**src/ircv_pkg.sv**
```systemverilog
// ----------------------------------------------------------------------------
// ircv_pkg
// Shared types and constants for the image record CRC verifier.
// ----------------------------------------------------------------------------
package ircv_pkg;

	localparam int unsigned LIMIT_W   = 19;
	localparam int unsigned CRC_W     = 32;
	localparam int unsigned MAGIC_W   = 32;
	localparam int unsigned SIZE_W    = 32;
	localparam int unsigned BYTE_W    = 8;
	localparam int unsigned CFG_IDX_W = 1;
	localparam int unsigned CFG_DAT_W = 32;

	localparam int unsigned S_TDATA_W = 112;
	localparam int unsigned M_TDATA_W = 40;

	localparam logic [CRC_W-1:0]   CRC_POLY    = 32'hEDB8_8320;
	localparam logic [CRC_W-1:0]   CRC_PRESET  = 32'hFFFF_FFFF;
	localparam logic [MAGIC_W-1:0] MAGIC_RESET = 32'hDEAD_BEEF;
	// Slot span: end of slot area minus its base address.
	localparam logic [31:0]        SLOT_SPAN   = 32'h1008_7F00 - 32'h1001_0000;
	localparam logic [LIMIT_W-1:0] LIMIT_RESET = SLOT_SPAN[LIMIT_W-1:0];

	typedef enum logic {
		OP_BEGIN = 1'b0,
		OP_BYTE  = 1'b1
	} op_t;

	typedef enum logic [CFG_IDX_W-1:0] {
		REG_EXPECTED_MAGIC  = 1'b0,
		REG_MAX_IMAGE_BYTES = 1'b1
	} cfg_reg_t;

	typedef struct packed {
		op_t               op;
		logic              slot;
		logic [MAGIC_W-1:0] record_magic;
		logic [SIZE_W-1:0] record_size;
		logic [CRC_W-1:0]  record_crc;
		logic [BYTE_W-1:0] data_byte;
	} item_t;

	typedef struct packed {
		logic             verdict;
		logic             checked_slot;
		logic [CRC_W-1:0] computed_crc;
	} result_t;

	typedef struct packed {
		logic [MAGIC_W-1:0] expected_magic;
		logic [LIMIT_W-1:0] max_image_bytes;
	} cfg_t;

endpackage

```
**src/ircv_crc_byte.sv**
```systemverilog
// ----------------------------------------------------------------------------
// ircv_crc_byte
// Folds one byte into a reflected CRC-32, bit by bit, LSB first.
// ----------------------------------------------------------------------------
module ircv_crc_byte import ircv_pkg::*; (
	input  logic [CRC_W-1:0]  crc_in,
	input  logic [BYTE_W-1:0] data_byte,
	output logic [CRC_W-1:0]  crc_out
);

	always_comb begin
		logic [CRC_W-1:0] c;
		c = crc_in ^ {{(CRC_W-BYTE_W){1'b0}}, data_byte};
		for (int k = 0; k < BYTE_W; k++) begin
			c = c[0] ? (CRC_POLY ^ (c >> 1)) : (c >> 1);
		end
		crc_out = c;
	end

endmodule

```
**src/ircv_check.sv**
```systemverilog
// ----------------------------------------------------------------------------
// ircv_check
// Check state and verdict logic; consumes one registered item per advance.
// ----------------------------------------------------------------------------
module ircv_check import ircv_pkg::*; (
	input  logic    clk,
	input  logic    arst_n,
	input  cfg_t    cfg,
	input  logic    item_go,
	input  item_t   item,
	output logic    res_valid,
	output result_t res
);

	logic [CRC_W-1:0]   running_crc_q;
	logic [LIMIT_W-1:0] bytes_left_q;
	logic [CRC_W-1:0]   expected_crc_q;
	logic               busy_q;
	logic               slot_q;

	logic [CRC_W-1:0]   folded_crc;
	logic [CRC_W-1:0]   final_crc;
	logic               last_byte;
	logic               magic_bad;
	logic               size_zero;
	logic               size_over;

	ircv_crc_byte u_crc (
		.crc_in   (running_crc_q),
		.data_byte(item.data_byte),
		.crc_out  (folded_crc)
	);

	assign final_crc = ~folded_crc;
	assign last_byte = (bytes_left_q == {{(LIMIT_W-1){1'b0}}, 1'b1});
	assign magic_bad = (item.record_magic != cfg.expected_magic);
	assign size_zero = (item.record_size == '0);
	assign size_over = (item.record_size >
		{{(SIZE_W-LIMIT_W){1'b0}}, cfg.max_image_bytes});

	always_comb begin
		res_valid        = 1'b0;
		res.verdict      = 1'b0;
		res.checked_slot = item.slot;
		res.computed_crc = '0;
		case (item.op)
			OP_BEGIN: begin
				res_valid        = item_go && (magic_bad || size_zero || size_over);
				res.verdict      = magic_bad || !size_zero;
				res.checked_slot = item.slot;
			end
			OP_BYTE: begin
				res_valid        = item_go && busy_q && last_byte;
				res.verdict      = (final_crc != expected_crc_q);
				res.checked_slot = slot_q;
				res.computed_crc = final_crc;
			end
			default: begin
				res_valid = 1'b0;
			end
		endcase
	end

	always_ff @(posedge clk or negedge arst_n) begin
		if (!arst_n) begin
			running_crc_q  <= CRC_PRESET;
			bytes_left_q   <= '0;
			expected_crc_q <= '0;
			busy_q         <= 1'b0;
			slot_q         <= 1'b0;
		end else if (item_go) begin
			case (item.op)
				OP_BEGIN: begin
					slot_q        <= item.slot;
					running_crc_q <= CRC_PRESET;
					if (magic_bad || size_zero || size_over) begin
						busy_q       <= 1'b0;
						bytes_left_q <= '0;
					end else begin
						busy_q         <= 1'b1;
						bytes_left_q   <= item.record_size[LIMIT_W-1:0];
						expected_crc_q <= item.record_crc;
					end
				end
				OP_BYTE: begin
					if (busy_q) begin
						running_crc_q <= folded_crc;
						bytes_left_q  <= bytes_left_q - 1'b1;
						if (last_byte) begin
							busy_q <= 1'b0;
						end
					end
				end
				default: begin
					busy_q <= busy_q;
				end
			endcase
		end
	end

	// A running check always has bytes still to come.
	a_busy_count: assert property (@(posedge clk) disable iff (!arst_n)
		busy_q |-> (bytes_left_q != '0))
		else $error("busy with zero bytes left");

	// A byte item only finishes a check that was running.
	a_byte_res_busy: assert property (@(posedge clk) disable iff (!arst_n)
		(res_valid && item.op == OP_BYTE) |-> busy_q)
		else $error("byte result while idle");

endmodule

```
**src/ircv_out_buf.sv**
```systemverilog
// ----------------------------------------------------------------------------
// ircv_out_buf
// Output register with one skid entry toward the result stream.
// ----------------------------------------------------------------------------
module ircv_out_buf import ircv_pkg::*; (
	input  logic    clk,
	input  logic    arst_n,
	input  logic    push,
	input  result_t push_res,
	output logic    space,
	output logic    out_valid,
	input  logic    out_ready,
	output result_t out_res
);

	logic    out_v_q;
	logic    skid_v_q;
	result_t out_q;
	result_t skid_q;
	logic    pop;

	assign pop       = out_v_q && out_ready;
	assign space     = !skid_v_q;
	assign out_valid = out_v_q;
	assign out_res   = out_q;

	always_ff @(posedge clk or negedge arst_n) begin
		if (!arst_n) begin
			out_v_q  <= 1'b0;
			skid_v_q <= 1'b0;
		end else begin
			if (!out_v_q || pop) begin
				out_v_q  <= skid_v_q || push;
				skid_v_q <= 1'b0;
			end else if (push) begin
				skid_v_q <= 1'b1;
			end
		end
	end

	always_ff @(posedge clk) begin
		if (!out_v_q || pop) begin
			out_q <= skid_v_q ? skid_q : push_res;
		end else if (push) begin
			skid_q <= push_res;
		end
	end

	// The skid entry is only used behind a held output word.
	a_skid_behind_out: assert property (@(posedge clk) disable iff (!arst_n)
		skid_v_q |-> out_v_q)
		else $error("skid entry without output word");

	// No push into a full buffer.
	a_no_overflow: assert property (@(posedge clk) disable iff (!arst_n)
		push |-> space)
		else $error("push while buffer full");

endmodule

```
**src/image_record_crc_verifier_core.sv**
```systemverilog
// ----------------------------------------------------------------------------
// image_record_crc_verifier_core
// Firmware slot check against its tail record, CRC-32 over streamed bytes.
// ----------------------------------------------------------------------------
// A begin word (tuser = 0) carries the slot and the record's magic, size and
// stored CRC. A wrong magic or a size above max_image_bytes gives an error
// word at once, a size of zero gives a valid word at once (legacy image);
// computed_crc is 0 in those cases. Otherwise the next size byte words
// (tuser = 1) are folded into a reflected CRC-32 (poly 0xEDB88320, preset
// and final inversion all ones) and one result word follows the last byte.
// Byte words with no check running are dropped; a begin during a check
// abandons it silently. Timing: one input word per clock while the output
// side has room. Each word is held in the input register, is folded by the
// byte-wide CRC step, and any result word lands in the output register,
// from which it is presented on the master side. The output register plus
// one skid entry keeps input flowing while a result waits for m_tready.
// Write config only while idle.
// ----------------------------------------------------------------------------
module image_record_crc_verifier_core import ircv_pkg::*; (
	input  logic                 clk,
	input  logic                 arst_n,
	// slave side
	input  logic                 s_tvalid,
	output logic                 s_tready,
	// [0] slot, [32:1] record_magic, [64:33] record_size,
	// [96:65] record_crc, [104:97] data_byte, [111:105] zero
	input  logic [S_TDATA_W-1:0] s_tdata,
	// [0] op
	input  logic [0:0]           s_tuser,
	// master side
	output logic                 m_tvalid,
	input  logic                 m_tready,
	// [0] verdict, [1] checked_slot, [33:2] computed_crc, [39:34] zero
	output logic [M_TDATA_W-1:0] m_tdata,
	// config write port
	input  logic                 cfg_we,
	input  logic [CFG_IDX_W-1:0] cfg_index,
	input  logic [CFG_DAT_W-1:0] cfg_data
);

	cfg_t    cfg_q;
	logic    valid_s1;
	item_t   item_s1;
	logic    go_s1;
	logic    buf_space;
	logic    res_valid;
	result_t res;
	result_t out_res;
	logic    s_fire;

	// Config registers: plain writes, no read-back.
	always_ff @(posedge clk or negedge arst_n) begin
		if (!arst_n) begin
			cfg_q.expected_magic  <= MAGIC_RESET;
			cfg_q.max_image_bytes <= LIMIT_RESET;
		end else if (cfg_we) begin
			case (cfg_index)
				REG_EXPECTED_MAGIC:  cfg_q.expected_magic  <= cfg_data[MAGIC_W-1:0];
				REG_MAX_IMAGE_BYTES: cfg_q.max_image_bytes <= cfg_data[LIMIT_W-1:0];
				default:             cfg_q <= cfg_q;
			endcase
		end
	end

	// Input stage: advance whenever the output side has room.
	assign go_s1    = valid_s1 && buf_space;
	assign s_tready = !valid_s1 || buf_space;
	assign s_fire   = s_tvalid && s_tready;

	always_ff @(posedge clk or negedge arst_n) begin
		if (!arst_n) begin
			valid_s1 <= 1'b0;
		end else if (s_tready) begin
			valid_s1 <= s_tvalid;
		end
	end

	// Payload: unpack the word, low field first.
	always_ff @(posedge clk) begin
		if (s_fire) begin
			item_s1.op           <= op_t'(s_tuser[0]);
			item_s1.slot         <= s_tdata[0];
			item_s1.record_magic <= s_tdata[32:1];
			item_s1.record_size  <= s_tdata[64:33];
			item_s1.record_crc   <= s_tdata[96:65];
			item_s1.data_byte    <= s_tdata[104:97];
		end
	end

	// Verdict logic and check state.
	ircv_check u_check (
		.clk      (clk),
		.arst_n   (arst_n),
		.cfg      (cfg_q),
		.item_go  (go_s1),
		.item     (item_s1),
		.res_valid(res_valid),
		.res      (res)
	);

	// Result register with skid.
	ircv_out_buf u_out (
		.clk      (clk),
		.arst_n   (arst_n),
		.push     (res_valid),
		.push_res (res),
		.space    (buf_space),
		.out_valid(m_tvalid),
		.out_ready(m_tready),
		.out_res  (out_res)
	);

	assign m_tdata = {{(M_TDATA_W-CRC_W-2){1'b0}}, out_res.computed_crc,
		out_res.checked_slot, out_res.verdict};

	// Input only stalls behind a result the sink is holding off.
	a_stall_cause: assert property (@(posedge clk) disable iff (!arst_n)
		!s_tready |-> m_tvalid)
		else $error("input stalled with no result pending");

	// Verdicts given at begin carry no computed CRC.
	a_begin_crc_zero: assert property (@(posedge clk) disable iff (!arst_n)
		(res_valid && item_s1.op == OP_BEGIN) |-> (res.computed_crc == '0))
		else $error("begin verdict with nonzero CRC");

endmodule

```
**config.mk**
```make
export PLATFORM = sky130hd
export DESIGN_NAME = image_record_crc_verifier_core
export DESIGN_NICKNAME = d
export VERILOG_FILES = /design/src/ircv_pkg.sv /design/src/ircv_crc_byte.sv /design/src/ircv_check.sv /design/src/ircv_out_buf.sv /design/src/image_record_crc_verifier_core.sv
export SDC_FILE = /design/constraint.sdc
export NUM_CORES = 1
export LEC_CHECK = 0
export CAP_MARGIN = 30
export CORE_ASPECT_RATIO = 1.5
export CORE_MARGIN = 5
export CORE_UTILIZATION = 64
export DETAILED_ROUTE_END_ITERATION = 7
export DONT_BUFFER_PORTS = 1
export HOLD_SLACK_MARGIN = 0.06
export PLACE_DENSITY_LB_ADDON = 0.05
export RECOVER_POWER = 50
export SYNTH_ARGS = -nofsm -noshare
export SYNTH_HDL_FRONTEND = slang
export SYNTH_HIERARCHICAL = 1
export SYNTH_SLANG_ARGS = --single-unit
```
**constraint.sdc**
```tcl
create_clock -name clk -period 4.7 [get_ports clk]
set_input_delay 0.47 -clock clk [delete_from_list [all_inputs] [get_ports clk]]
set_output_delay 0.47 -clock clk [all_outputs]
set_load 0.02 [all_outputs]
```
==> results of run 1 <==
## per-stage QoR
stage | cells | total power, mW | hold WS, ns | area (µm²)
2_1_floorplan | 927 | 7.14 | 0.174 | 14100
3_3_place_gp | 1175 | 8.04 | 0.181 | 14200
3_5_place_dp | 1176 | 8.16 | 0.183 | 14200
4_1_cts | 1349 | 10.6 | 0.0604 | 16400
5_1_grt | 1356 | 11.0 | 0.0518 | 16400
6_report | 1356 | 10.5 | 0.0699 | 16400
## worst paths after layout
| kind | from | end | slack (ns) | depth (start not counted) |
|---|---|---|---|---|
| worst max-delay path | item_s1[6]$_DFFE_PP_ | u_out/out_res[33]$_DFFE_PP_ | 0.77 | 11 |
| worst min-delay path | cfg_data[16] | cfg_q[35]$_DFFE_PN1P_ | 0.07 | 1 |
| worst max register to register | item_s1[6]$_DFFE_PP_ | u_out/out_res[33]$_DFFE_PP_ | 0.77 | 11 |
| worst min register to register | item_s1[104]$_DFFE_PP_ | u_check/slot_q$_DFFE_PN0P_ | 0.46 | 2 |
| max in group asynchronous | arst_n | cfg_q[5]$_DFFE_PN0P_ | 3.53 | 2 |
| min in group asynchronous | arst_n | u_check/bytes_left_q[15]$_DFFE_PN0P_ | 0.57 | 2 |
## worst max-delay path: stages (launching register included)
cell and delay, ns:
edfxtp_1 0.38, xnor2_1 0.56, xor2_1 0.22, xnor2_1 0.41, xnor2_1 0.26, xor2_1 0.19, nand4_1 0.19, nor4_1 0.60
nand4_1 0.16, nor4_1 0.31, a21oi_1 0.11, mux2_2 0.30
## sequential cells by signal, indices dropped and copies added, names as in the netlist
signal / count
cfg_q: 51
item_s1: 106
u_check/busy_q: 1
u_check/bytes_left_q: 19
u_check/expected_crc_q: 32
u_check/running_crc_q: 32
u_check/slot_q: 1
u_out/out_res: 34
u_out/out_valid: 1
u_out/skid_q: 34
u_out/skid_v_q: 1
valid_s1: 1
## cell type report
class,count,area share (%)
flip-flops and latches,313,53.7
clock inverters,16,1.04
inverters,28,0.643
multi-input cells,549,29.2
clock buffers,36,4.72
well taps,272,2.08
diodes,1,0.0153
repair buffers,141,8.58
## what timing repair did
item,CTS,global route
buffers inserted,0,0
hold endpoints to repair,259,6
hold buffers,121,6
## per-layer routing
| layer | wire [µm] | share of wire (%) | GRT usage [%] |
|---|---|---|---|
| met5 | 0 | 0 | 0 |
| met4 | 1360 | 4.3 | 9.98 |
| met3 | 1380 | 4.4 | 3.81 |
| met2 | 17900 | 57 | 48.4 |
| met1 | 10600 | 34 | 26.9 |
## power by group through the flow
| stage | Combinational (mW) | Clock (mW) | Sequential [mW] |
|---|---|---|---|
| floorplan | 3.03 | 0 | 4.11 |
| global placement | 3.86 | 0 | 4.18 |
| detailed placement | 3.95 | 0 | 4.21 |
| CTS | 4.08 | 2.35 | 4.16 |
| global route | 4.35 | 2.48 | 4.21 |
| finish | 4.04 | 2.32 | 4.15 |
## cell usage after synthesis, drive strengths merged (12+ instances only)
master  instances
edfxtp        174
xnor2          87
mux2          122
dfstp          66
buf            25
nand2          27
nand4          17
nor4           16
nor2           43
ha             21
clkbuf         12
a21oi          25
o22a           33
inv            27
dfrtp          73
xor2           45
## kinds of logic after synthesis
logic type      share of synthesized area, %
flops                                   62.4
compound gates                          5.98
buf+inv                                 3.07
other cells                           0.0266
mux                                     11.8
simple gates                            5.76
fa+ha+maj                               1.87
xor+xnor                                9.05
==> flow_summary.ini, run 1 <==
[sta]
maxSlewViolCount = 0
worstMarginPinSlew_ns = 1.36
max_freq_mhz = 254
finalHoldViolCount = 0
fin_skew_ns = 0.0115
maxSlewHeadroom_pct = 9.24
rsz0062_at_grt = no
setup_slack_ns = 0.770
min_period_ns = 3.93
setup_viol = 0
setup-tns-final_ns = 0
finalCritPeriodShare_pct = 83.6

[cells_and_area]
nNetsFinal = 1233
register_area_um2 = 8790
layout_common_cells = edfxtp_1, dlygate4sd3_1, xnor2_1
area_delta_synth_final_pct = 16.2
final_common_cell = edfxtp_1
drive_above_1_share_pct = 23.2
multi_input_area_um2 = 4770
fin_util_pct = 75.3
fillCellCount = 1316

[logic_synthesis]
ys_types = 73
yosysSeqAreaShare_pct = 62.4
syn_inst = 922
synthFlopType = edfxtp_1
yosys_warnings = 6
syn-cell-area_um2 = 14100
synth-edff-count = 174
ys_seq_elements = 313
avgSynthCellArea_um2 = 15.3
netlist_top_cells_area = edfxtp_1, dfrtp_1, dfstp_2
synth_top_area_share_pct = 37.1
yosys.area.top_type = edfxtp_1
async_reset_ff_share_pct = 44.4

[routing]
wl_per_cell_um = 23.1
drc_errors = 0
finalWirelength_mm = 31.3
vias_per_cell = 5.93
vias = 8040
drt_first_pass_iters = 4
ant_nets = 0
drt-initial-drc-count = 489

[power_and_ir_drop]
p_comb_share_pct = 38.5
power_density_nw_per_um2 = 643
swShare_pct = 34.7
p_leak_nw = 6.34
clkPwrFrac_pct = 22.1
power.share.sequential_pct = 39.5
p_int_mw = 6.86
irDropWorstVdd_mv = 0.427
p_sw_mw = 3.65

[job]
max_cap_viol_count = 0

[grt]
grt_pass1_wl_mm = 48.2
antenna_found_initial = 1
grt_pass1_vias = 8847
grt_max_degree = 140
grt-ovfl-total = 0
grt_use_total_pct = 25.2

[floorplanning]
start_util_pct = 64.8
num_rows = 66
die_h_um = 192
die_area_um2 = 25100
io_pins = 193
die_w_um = 131
core-area_um2 = 21700

[hold_path]
hp-class = in -> reg

[outcome]
status = finished, final reports clean

[worst_setup_path]
start_kind = flip-flop
cp-end-kind = flip-flop
worst-setup-path-type = reg -> reg
worst-endpoint-arrival_ns = 4.22
cp.required_ns = 4.99
cp_max_fo = 5

[clock_tree]
clk-insertion-delay-late_ns = 0.54
root_buffer = clkbuf_16
cts.reportedPaths.clkPinSlew_ns = 0.07
cts_resized = 0
cts_buffer_depth = 3
htreeDepth = 1
cts_sinks = 313
cts_tree = built
cts_made_buffers = 28

[placed_design]
port_buffers = 0
gp_congestion = 0.878
dpl.hpwl_mm = 21.0
place_ws_ns = 0.878
No activity file was read; power rests on OpenSTA's default activity.
==> run 2, diff against run 1 <==
--- a/config.mk
+++ b/config.mk
@@ -8,7 +8,7 @@
 export CAP_MARGIN = 30
 export CORE_ASPECT_RATIO = 1.5
 export CORE_MARGIN = 5
-export CORE_UTILIZATION = 64
+export CORE_UTILIZATION = 57
 export DETAILED_ROUTE_END_ITERATION = 7
 export DONT_BUFFER_PORTS = 1
 export HOLD_SLACK_MARGIN = 0.06
==> constraint.sdc (replaced) <==
create_clock -name clk -period 3.5 [get_ports clk]
set_input_delay 0.35 -clock clk [delete_from_list [all_inputs] [get_ports clk]]
set_output_delay 0.35 -clock clk [all_outputs]
set_load 0.02 [all_outputs]
==> flow_summary.ini, run 2 (synthesis results as in run 1) <==
[worst_setup_path]
cp_cell_sequence = xnor2_1 > buf_4 > xnor3_2 > buf_12 > xor2_2 > buf_4 > xnor2_2 > xor2_1 > nand3_1 > nor4_2 > a21oi_1 > mux2_2
worst-setup-path-type = reg -> reg
cp_max_fo = 3
crit_path_frequent_cell = buf_4
cp-end-kind = flip-flop
cp_top_family = XOR/XNOR gates
start_kind = flip-flop
cp_slowest_stage_delay_ns = 0.54
crit_slowest_cell = dfstp_2
cp_num_buf_inv = 3
worst-endpoint-arrival_ns = 3.54
cp.required_ns = 3.81

[clock_tree]
cts_made_buffers = 30
cts_tree = built
cts.reportedPaths.clkPinSlew_ns = 0.06
htreeDepth = 1
cts_sinks = 313
root_buffer = clkbuf_16
clk-insertion-delay-late_ns = 0.56
cts_buffer_depth = 3

[sta]
fin_skew_ns = 0.0136
setup_viol = 0
worstMarginPinSlew_ns = 1.91
setup_slack_ns = 0.264
maxSlewViolCount = 161
finalHoldViolCount = 0
holdWs_ns = 0.256
rsz0062_at_grt = no
maxSlewHeadroom_pct = -27.1
setup-tns-final_ns = 0
max_freq_mhz = 309
finalCritPeriodShare_pct = 92.5
min_period_ns = 3.24

[routing]
vias_per_cell = 5.55
vias = 8159
drt_first_pass_iters = 4
drt-initial-drc-count = 437
drc_errors = 0
ant_nets = 0
wl_per_cell_um = 21.4
finalWirelength_mm = 31.4

[power_and_ir_drop]
p_leak_nw = 6.68
irDropWorstVdd_mv = 0.568
power_mw = 15.6
power_density_nw_per_um2 = 916

[outcome]
violations = capacitance limit, slew limit
status = finished with violations

[placed_design]
gp_congestion = 0.855
port_buffers = 0
place_inst = 1266
place_ws_ns = -0.0139
dpl.hpwl_mm = 21.9

[floorplanning]
die_w_um = 138
die_h_um = 202
core-area_um2 = 24300
io_pins = 193
die_area_um2 = 28000
start_util_pct = 57.8
num_rows = 70

[cells_and_area]
largestRegisters = item_s1: 106 flops, cfg_q: 51 flops
layout_common_cells = edfxtp_1, dlygate4sd3_1, xnor2_1
final_cells = 1471
nNetsFinal = 1292
drive_above_1_share_pct = 27.1
top_register = item_s1
area_delta_synth_final_pct = 21.1
largest_reg_flops = 106
final_common_cell = edfxtp_1

[hold_path]
hp-class = in -> reg

[grt]
antenna_found_initial = 3
grt-ovfl-total = 0
grt_max_degree = 140
grt_pass1_wl_mm = 49.7
grt_use_total_pct = 22.5
grt_pass1_vias = 9098

[job]
max_cap_viol_count = 2
[run 2: cell types whose count changed in the layout (fill, tap and decap cells not counted), sizes merged]
| cell | delta |
|---|---|
| buf | +42 |
| clkbuf | +7 |
| clkinv | +1 |
| clkinvlp | -3 |
| diode | +2 |
| dlygate4sd3 | +14 |
[run 2: worst paths after layout]
path | from | endpoint | slack [ns] | cells after the start
worst max-delay path | u_check/running_crc_q[6]$_DFFE_PN1P_ | u_out/out_res[33]$_DFFE_PP_ | 0.26 | 12
worst min-delay path | m_tready | u_out/skid_v_q$_DFFE_PN0P_ | 0.26 | 2
worst max register to register | u_check/running_crc_q[6]$_DFFE_PN1P_ | u_out/out_res[33]$_DFFE_PP_ | 0.26 | 12
worst min register to register | item_s1[29]$_DFFE_PP_ | u_check/expected_crc_q[21]$_DFFE_PN0P_ | 0.48 | 1
max in group asynchronous | arst_n | u_out/skid_v_q$_DFFE_PN0P_ | 1.30 | 2
min in group asynchronous | arst_n | cfg_q[2]$_DFFE_PN0P_ | 0.95 | 2
[run 2: what timing repair did]
action / in CTS / in global routing
endpoints found under the hold margin: 297 / 0
gates resized for setup: 1 / 9
pin swaps: 0 / 6
buffers inserted: 0 / 5
cloned: 0 / 0
hold buffers: 141 / 0
endpoints found under the setup margin: 1 / 1
[run 2: layer usage]
layer / up-vias / routed length (µm) / global-route usage, %
li1: 3775 / - / -
met1: 4090 / 10900 / 23.5
met2: 230 / 17900 / 44.0
met3: 64 / 1250 / 3.43
met4: 0 / 1360 / 9.60
met5: - / 0 / 0
[run 2: stage by stage]
| step | cell area, µm² | utilization (%) |
|---|---|---|
| after global routing | 17000 | 70.0 |
| after detailed placement | 14600 | 60.0 |
| after global placement | 14600 | 60.0 |
| after floorplan | 14100 | - |
| after CTS | 17000 | 70.0 |
| final | 17000 | 70.0 |
[run 2: area by class of cell]
class	instances	area [µm²]
antenna	3	7.51
inverter	28	105
fill	1706	7310
tap	324	405
clock buffer	42	857
sequential	313	8790
multi-input combinational	549	4850
timing repair buffer	198	1870
clock inverter	14	153
[run 2: report_power, final]
part | internal [mW] | total [mW] | switching (mW)
Combinational | 3.46 | 6.75 | 3.29
Clock | 1.93 | 3.28 | 1.36
Sequential | 4.97 | 5.58 | 0.610
Total | 10.4 | 15.6 | 5.25
[run 2: worst register-to-register path: cells and delay by family, from the launching register on]
kind	cells	cell delay, ns
buffers and inverters	3	0.47
xor gates and xnor gates	5	1.17
AOI/OAI and AO/OA	1	0.10
and+or+nand+nor	2	0.44
muxes	1	0.29
DFF	1	0.54
==> run 3, diff against run 2 <==
--- a/config.mk
+++ b/config.mk
@@ -13,7 +13,7 @@
 export DONT_BUFFER_PORTS = 1
 export HOLD_SLACK_MARGIN = 0.06
 export PLACE_DENSITY_LB_ADDON = 0.05
-export RECOVER_POWER = 50
+export RECOVER_POWER = 25
 export SYNTH_ARGS = -nofsm -noshare
 export SYNTH_HDL_FRONTEND = slang
 export SYNTH_HIERARCHICAL = 1
==> flow_summary.ini, run 3 (synthesis results as in run 1) <==
[outcome]
status = finished with violations
violations = capacitance limit, slew limit

[grt]
grt_pass1_wl_mm = 49.7
grt_pass1_vias = 9098
grt_max_degree = 140
grt-ovfl-total = 0
grt_use_total_pct = 22.5
antenna_found_initial = 3

[worst_setup_path]
cp_max_fo = 3
worst-setup-path-type = reg -> reg
cp_num_buf_inv = 3
crit_slowest_cell = dfstp_2
cp_top_family = XOR/XNOR gates
reg2reg_from = u_check/running_crc_q[6]$_DFFE_PN1P_
worstSetupEndpoint = u_out/out_res[33]$_DFFE_PP_
cp-end-kind = flip-flop
r2r_slack_ns = 0.25
cp.depth = 12
cp.required_ns = 3.81
crit_path_start = u_check/running_crc_q[6]$_DFFE_PN1P_
cp_cell_sequence = xnor2_1 > buf_4 > xnor3_2 > buf_12 > xor2_2 > buf_4 > xnor2_2 > xor2_1 > nand3_1 > nor4_2 > a21oi_1 > mux2_2
start_kind = flip-flop
r2r-end = u_out/out_res[33]$_DFFE_PP_
worst-endpoint-arrival_ns = 3.56
crit_path_frequent_cell = buf_4
rr_worst_depth = 12
cp_slowest_stage_delay_ns = 0.54

[clock_tree]
cts_buffer_depth = 3
htreeDepth = 1
clk-insertion-delay-late_ns = 0.56
cts.reportedPaths.clkPinSlew_ns = 0.06
cts_sinks = 313
cts_tree = built
root_buffer = clkbuf_16
cts_made_buffers = 30

[placed_design]
dpl.hpwl_mm = 21.9
place_ws_ns = -0.0139
gp_congestion = 0.855
place_inst = 1266
port_buffers = 0

[cells_and_area]
final_cells = 1471
multi_input_area_um2 = 4900
fillCellCount = 1687
area_delta_synth_final_pct = 21.4
register_area_um2 = 8790
fin_util_pct = 70.2
nNetsFinal = 1292
layout_common_cells = edfxtp_1, dlygate4sd3_1, xnor2_1
drive_above_1_share_pct = 28.3
final_common_cell = edfxtp_1
top_register = item_s1
largest_reg_flops = 106
largestRegisters = item_s1: 106 flops, cfg_q: 51 flops

[floorplanning]
core-area_um2 = 24300
io_pins = 193
die_w_um = 138
start_util_pct = 57.8
num_rows = 70
die_area_um2 = 28000
die_h_um = 202

[routing]
finalWirelength_mm = 31.5
vias_per_cell = 5.55
drt-initial-drc-count = 367
vias = 8159
wl_per_cell_um = 21.4
drc_errors = 0
ant_nets = 0
drt_first_pass_iters = 7

[sta]
worstMarginPinSlew_ns = 1.90
maxSlewHeadroom_pct = -26.9
holdWs_ns = 0.137
setup_viol = 0
finalCritPeriodShare_pct = 92.9
min_period_ns = 3.25
rsz0062_at_grt = no
fin_skew_ns = 0.0134
setup_slack_ns = 0.249
finalHoldViolCount = 0
maxSlewViolCount = 161
max_freq_mhz = 308

[power_and_ir_drop]
power_density_nw_per_um2 = 915
irDropWorstVdd_mv = 0.569
p_leak_nw = 6.72

[hold_path]
hp-class = in -> reg

[job]
max_cap_viol_count = 2
-- run 3: cell types whose count changed in the layout (fill, tap and decap cells not counted) --
cell,delta
nand2b_1,-1
mux2_4,+12
buf_4,+1
nand2b_2,+1
clkbuf_1,-1
mux2_1,-12
-- run 3: where the power goes --
part	internal, mW	total (mW)	leakage (nW)	switching [mW]
Combinational	3.48	6.77	2.88	3.29
Clock	1.93	3.28	0.487	1.35
Sequential	4.97	5.58	3.36	0.612
-- run 3: per-stage QoR --
stage               TNS, ns  power, mW  instance area, µm²
finish                    0       15.6               17100
global route              0       16.5               17100
CTS                       0       15.5               17000
detailed placement  -0.0139       12.0               14600
global placement          0       11.9               14600
floorplan                 0       9.59               14100
-- run 3: layout make-up --
cell class | count | area share, %
Sequential cell | 313 | 51.4
Multi-Input combinational cell | 549 | 28.7
Timing Repair Buffer | 198 | 11.0
Clock buffer | 42 | 5.02
Tap cell | 324 | 2.37
Clock inverter | 14 | 0.893
Inverter | 28 | 0.615
Antenna cell | 3 | 0.0439
-- run 3: what timing repair did --
| action | CTS | global route |
|---|---|---|
| gates resized for setup | 1 | 9 |
| buffers inserted | 0 | 5 |
| gates cloned | 0 | 0 |
| hold buffers | 141 | 0 |
| setup endpoints to repair | 1 | 1 |
| endpoints found under the hold margin | 297 | 0 |
| pin swaps | 0 | 6 |
-- run 3: metal layers --
metal / part of all wire (%) / GRT usage [%] / vias to the layer above / wire [µm]
met1: 35 / 23.5 / 4093 / 11000
met3: 3.7 / 3.43 / 60 / 1160
li1: - / - / 3774 / -
met5: 0 / 0 / - / 0
met4: 4.2 / 9.60 / 0 / 1330
met2: 57 / 44.0 / 232 / 18000
-- run 3: worst min-delay path by stage --
stage                         from                         end  slack [ns]  cells past startpoint
after floorplan             arst_n        cfg_q[0]$_DFFE_PN0P_        0.05                      0
after global placement      arst_n        cfg_q[2]$_DFFE_PN0P_        0.06                      0
after global routing      m_tready  u_out/skid_v_q$_DFFE_PN0P_        0.13                      2
after detailed placement    arst_n        cfg_q[2]$_DFFE_PN0P_        0.06                      0
after CTS                 m_tready  u_out/skid_v_q$_DFFE_PN0P_        0.11                      2
final                     m_tready  u_out/skid_v_q$_DFFE_PN0P_        0.14                      2
